$ cat src/hw/rtl/opp_pkg.sv
package opp_pkg;

  // Sample and result widths
  localparam int unsigned SampleW = 16;
  localparam int unsigned EncW    = 25;
  localparam int unsigned ScaleW  = 12;
  localparam int unsigned RatioW  = 9;
  localparam int unsigned FracW   = 10;
  localparam int unsigned NextW   = 28;
  localparam int unsigned ProdW   = NextW + RatioW;
  localparam int unsigned SumW    = 28;

  // Configuration register indexes and reset values
  localparam logic [7:0] RegTopScale  = 8'd0;
  localparam logic [7:0] RegStepRatio = 8'd1;
  localparam logic [ScaleW-1:0] TopScaleReset  = 12'd1365;
  localparam logic [RatioW-1:0] StepRatioReset = 9'd128;

  // Largest encoded value
  localparam logic [SumW-1:0] EncMax = 28'd33553920;

  // Controller to datapath commands
  typedef struct packed {
    logic load;   // insert the incoming sample
    logic prep;   // multiply column max by the top scale
    logic top;    // settle the sentinel
    logic rd;     // read the arrival store
    logic cmp;    // compare against the sorted cells
    logic sel;    // pick the next larger value, form the gap
    logic mul;    // scale the gap
    logic fin;    // load the output register
    logic adv;    // move to the next arrival entry
    logic clear;  // empty the column
  } cmd_t;

  // Datapath to controller status
  typedef struct packed {
    logic last_item;
    logic out_free;
  } status_t;

endpackage

$ cat src/hw/rtl/opp_ctrl.sv
module opp_ctrl (
  input  logic             clk,
  input  logic             rst,
  input  logic             in_valid,
  input  logic             last,
  output logic             in_stall,
  input  opp_pkg::status_t status,
  output opp_pkg::cmd_t    cmd
);

  localparam logic [2:0] StLoad = 3'd0;
  localparam logic [2:0] StPrep = 3'd1;
  localparam logic [2:0] StTop  = 3'd2;
  localparam logic [2:0] StRd   = 3'd3;
  localparam logic [2:0] StCmp  = 3'd4;
  localparam logic [2:0] StSel  = 3'd5;
  localparam logic [2:0] StMul  = 3'd6;
  localparam logic [2:0] StFin  = 3'd7;

  logic [2:0] state;
  logic [2:0] state_next;

  assign in_stall = (state != StLoad);

  // Sequence the load and emit phases
  always_comb begin
    state_next = state;
    cmd = '0;
    unique case (state)
      StLoad: begin
        if (in_valid) begin
          cmd.load = 1'b1;
          if (last) begin
            state_next = StPrep;
          end
        end
      end
      StPrep: begin
        cmd.prep = 1'b1;
        state_next = StTop;
      end
      StTop: begin
        cmd.top = 1'b1;
        state_next = StRd;
      end
      StRd: begin
        cmd.rd = 1'b1;
        state_next = StCmp;
      end
      StCmp: begin
        cmd.cmp = 1'b1;
        state_next = StSel;
      end
      StSel: begin
        cmd.sel = 1'b1;
        state_next = StMul;
      end
      StMul: begin
        cmd.mul = 1'b1;
        state_next = StFin;
      end
      StFin: begin
        if (status.out_free) begin
          cmd.fin = 1'b1;
          if (status.last_item) begin
            cmd.clear = 1'b1;
            state_next = StLoad;
          end else begin
            cmd.adv = 1'b1;
            state_next = StRd;
          end
        end
      end
      default: state_next = StLoad;
    endcase
  end

  always_ff @(posedge clk) begin
    if (rst) begin
      state <= StLoad;
    end else begin
      state <= state_next;
    end
  end

endmodule

$ cat config.mk
export PLATFORM = sky130hd
export DESIGN_NAME = opp_ctrl
export DESIGN_NICKNAME = d
export VERILOG_FILES = /design/src/hw/rtl/opp_pkg.sv /design/src/hw/rtl/opp_ctrl.sv
export SDC_FILE = /design/constraint.sdc
export NUM_CORES = 1
export LEC_CHECK = 0
export BUFFER_PORTS_ARGS = -buffer_cell sky130_fd_sc_hd__buf_2
export CAP_MARGIN = 20
export CORE_AREA = 3 3 40 42
export CTS_CLUSTER_SIZE = 25
export DETAILED_ROUTE_END_ITERATION = 8
export DIE_AREA = 0 0 43 45
export GPL_TIMING_DRIVEN = 0
export PLACE_DENSITY = 0.42
export SLEW_MARGIN = 20
export SYNTH_ARGS = -nofsm -noshare
export SYNTH_HDL_FRONTEND = slang
export SYNTH_SLANG_ARGS = --single-unit
$ cat constraint.sdc
create_clock -name clk -period 2.6 [get_ports clk]
set_input_delay 0.39 -clock clk [delete_from_list [all_inputs] [get_ports clk]]
set_output_delay 0.39 -clock clk [all_outputs]
set_load 0.05 [all_outputs]
# == Yosys cells after proc, flatten, opt, wreduce, memory -nomap -nowiden ==
# Cells that the tools add are included.
# word_totals
ff_bits,3
inputBits,6
out_inout_bits,11
elab_cells,31
# classes
eq_ne,10
muxes,17
reduce_logical,3
# op_table
cell,count
$pmux W3 S8,1
$mux W3,5
$eq A3 B3 Y1 const B,4
$mux W1,10
$eq A3 B2 Y1 const B,2
$ne A2 B2 Y1 const B,3
$eq A3 B1 Y1 const B,1
$logic_not A3 Y1,1
$reduce_and A3 Y1,1
$reduce_bool A3 Y1,1
$mux W2,1

# == Depth between registers and ports, before layout ==
# logic_depth
depth_word,3
ltp_mapped,4
ltp_nobuf,3

# == Worst setup path after synthesis ==
# No wires, ideal clock.
# synth_path
path_kind,reg-to-output
startpoint,reg state[1]
endpoint,out cmd[3] (netlist name)
t_arrival_ns,1.660
t_required_ns,2.210
path_slack_ns,0.550
stages_incl_launch_ff,4
path_buffers,1
cell_sequence,dfxtp_1 buf_6 inv_1 nor3b_1
# synth_lines
item,line,text
from (decl),opp_ctrl.sv:20,logic [2:0] state;
from (signal assigned),opp_ctrl.sv:80,state <= StLoad;
from (signal assigned),opp_ctrl.sv:82,state <= state_next;
to (decl),opp_ctrl.sv:8,output opp_pkg::cmd_t cmd

==> flow_metrics.env <==
export IMPL_clock_sinks=3
export IMPL_viasPerCell=4.36
export IMPL_drtPass1Iterations=3
export IMPL_crit_slowest_cell="or3_4"
export IMPL_gp_congestion=0.639
export IMPL_post_cts_buffers=0
export IMPL_routed_wl_um=615
export IMPL_skew_ps=5.31
export IMPL_fin_util_pct=27.8
export IMPL_crit_arrival_ps=1390
export IMPL_overflow=0
export IMPL_design_die_area_mm2=0.00194
export IMPL_worstPathCellList="buf_6 -> or3_4 -> nor2_2 -> buf_2"
export IMPL_clk_latency_ps=240
export IMPL_min_path_type="input port to flip-flop"
export IMPL_cap_violations=0
export IMPL_final_setup_tns_ps=0
export IMPL_diodes=0
export IMPL_grt_pass1_wl_mm=1.08
export IMPL_critPathKind="flip-flop to output port"
export IMPL_die_y_um=45
export IMPL_rsz0062_at_grt="no"
export IMPL_synth_distinct_cells=16
export IMPL_grt_pass1_vias=268
export IMPL_leakage_nw=0.180
export IMPL_synth_common_cells="dfxtp_1 (3), nand2_1 (3), nor3_1 (3), nor3b_1 (3)"
export IMPL_die_x_um=43
export IMPL_slew_headroom_pct=79.9
export IMPL_io_pins=17
export IMPL_ant_nets=0
export IMPL_synth_seq_cells=3
export IMPL_fin_hold_ws_ps=363
export IMPL_synthArstFlopShare_pct=0
export IMPL_numPortBuffers=16
export IMPL_rows=13
export IMPL_grt_util_all_layers_pct=7.65
export IMPL_synth_edf_count=0
export IMPL_post_dp_hpwl_um=465
export IMPL_coreArea_mm2=0.00128
export IMPL_clock_path_buffers=2
export IMPL_drc=0
export IMPL_synth_main_ff_cell="dfxtp_1"
export IMPL_multi_input_area_um2=135
export IMPL_start_util_pct=18.1
export IMPL_clock_fmax_ghz=0.563
export IMPL_ir_drop_v=0.000130
export IMPL_clk_pin_slew_worst_paths_ps=40
export IMPL_cts_root_buf="clkbuf_4"
export IMPL_syn2layout_area_growth_pct=53.8
export IMPL_num_fill_cells=144
export IMPL_ctsHtreeMaxLevel=1
export IMPL_largest_reg_flops=3
export IMPL_grt_max_degree=11
export IMPL_first_iter_violations=6
export IMPL_tightest_slew_ps=299
export IMPL_cp_data_required_time_ps=2210
export IMPL_max_stage_delay_ps=380
export IMPL_cp_max_fo=9
export IMPL_hold_viol=0
export IMPL_syn_nets=35
export IMPL_ys_warn_count=0
export IMPL_synth_largest_area_cell="dfxtp_1"
export IMPL_hold_buffers=0
export IMPL_ff_latch_area_um2=60.1
export IMPL_synth_area_um2=233
export IMPL_cts_tree="done"
export IMPL_top_register="state"
export IMPL_antenna_found_initial=0
export IMPL_period_needed_ps=1780
export IMPL_ctsResizeCount=0
export IMPL_setup_viol=0
export IMPL_cts_buffers=3
export IMPL_drive_gt1_share_pct=53.1
export IMPL_ys_seq_area_share_pct=25.8
export IMPL_critPathBufInv=2
export IMPL_crit_family="simple AND/OR/NAND/NOR gates"
export IMPL_slew_viol_final=0
export IMPL_wire_per_inst_um=9.61
export IMPL_finalCritPeriodShare_pct=68.4
export IMPL_crit_path_start_kind="flip-flop"
export IMPL_outcome="complete, no violations"
export IMPL_synthCells=29
export IMPL_syn_avg_cell_area_um2=8.02
export IMPL_dr_total_vias=279
export IMPL_power_density_mw_per_mm2=618
export IMPL_nets=56
export IMPL_synth_area_top_cells="dfxtp_1 (26%), buf_6 (9.7%), nor3b_1 (9.7%)"
export IMPL_crit_path_end_kind="output port"
export IMPL_synth_top_area_share_pct=25.8
export IMPL_reg_top3="state (3)"
placed cells by master, fill, tap and decap left out, drive strengths merged:
cell and n:
a211oi 2, clkbuf 4, nor3b 3, buf 19
a2111oi 1, dfxtp 3, a21oi 1, or3 1
and2 1, inv 2, nand2 3, nor2 4
and3 1, a21boi 1, nor3 3
power breakdown:
part           internal [mW]  switching [mW]
sequential            0.0500         0.00162
combinational         0.0265          0.0578
clock                 0.0577          0.0275
total                  0.134          0.0869
worst register-to-register path, stage by stage, from the launching register on:
cell	delay, ps
dfxtp_1	320
buf_6	130
inv_1	80
a2111oi_2	290
layer usage:
layer  vias to the layer above  part of all wire (%)  track usage (%)
met5                         -                     0                0
met1                       122                    43             8.89
met4                         0                   1.3             7.23
li1                        140                     -                -
met3                         2                    10             2.79
met2                        15                    45             10.8
kinds of logic (layout without fill, tap and decap cells):
kind of cell | count (synthesis) | in the layout | share of synthesized area (%)
simple gates | 16 | 16 | 39.8
buf+inv | 5 | 25 | 16.1
compound gates | 5 | 5 | 18.3
flops | 3 | 3 | 25.8
worst paths after layout:
check	slack [ps]	to	cells after the start	from
max	820	cmd[9]	4	state[1]
min reg2reg	560	state[1]	2	state[1]
min	360	state[1]	2	rst
max reg2reg	1680	state[0]	3	state[1]
area by class of cell:
cell class / instances / share of cell area (%)
inverters: 2 / 2.10
clock buffers: 4 / 7.34
multi-input cells: 21 / 37.8
plain buffers: 3 / 8.39
repair buffers: 16 / 22.4
flip-flops and latches: 3 / 16.8
well taps: 15 / 5.24
stage by stage:
step | setup slack (ps) | area [µm²] | power (mW) | instances
after floorplan | 550 | 233 | 0.119 | 29
after global placement | 1080 | 332 | 0.137 | 60
after detailed placement | 1080 | 332 | 0.137 | 60
after CTS | 814 | 358 | 0.225 | 64
after global routing | 725 | 358 | 0.232 | 64
final | 823 | 358 | 0.221 | 64
Power figures use the tool's default switching activity.
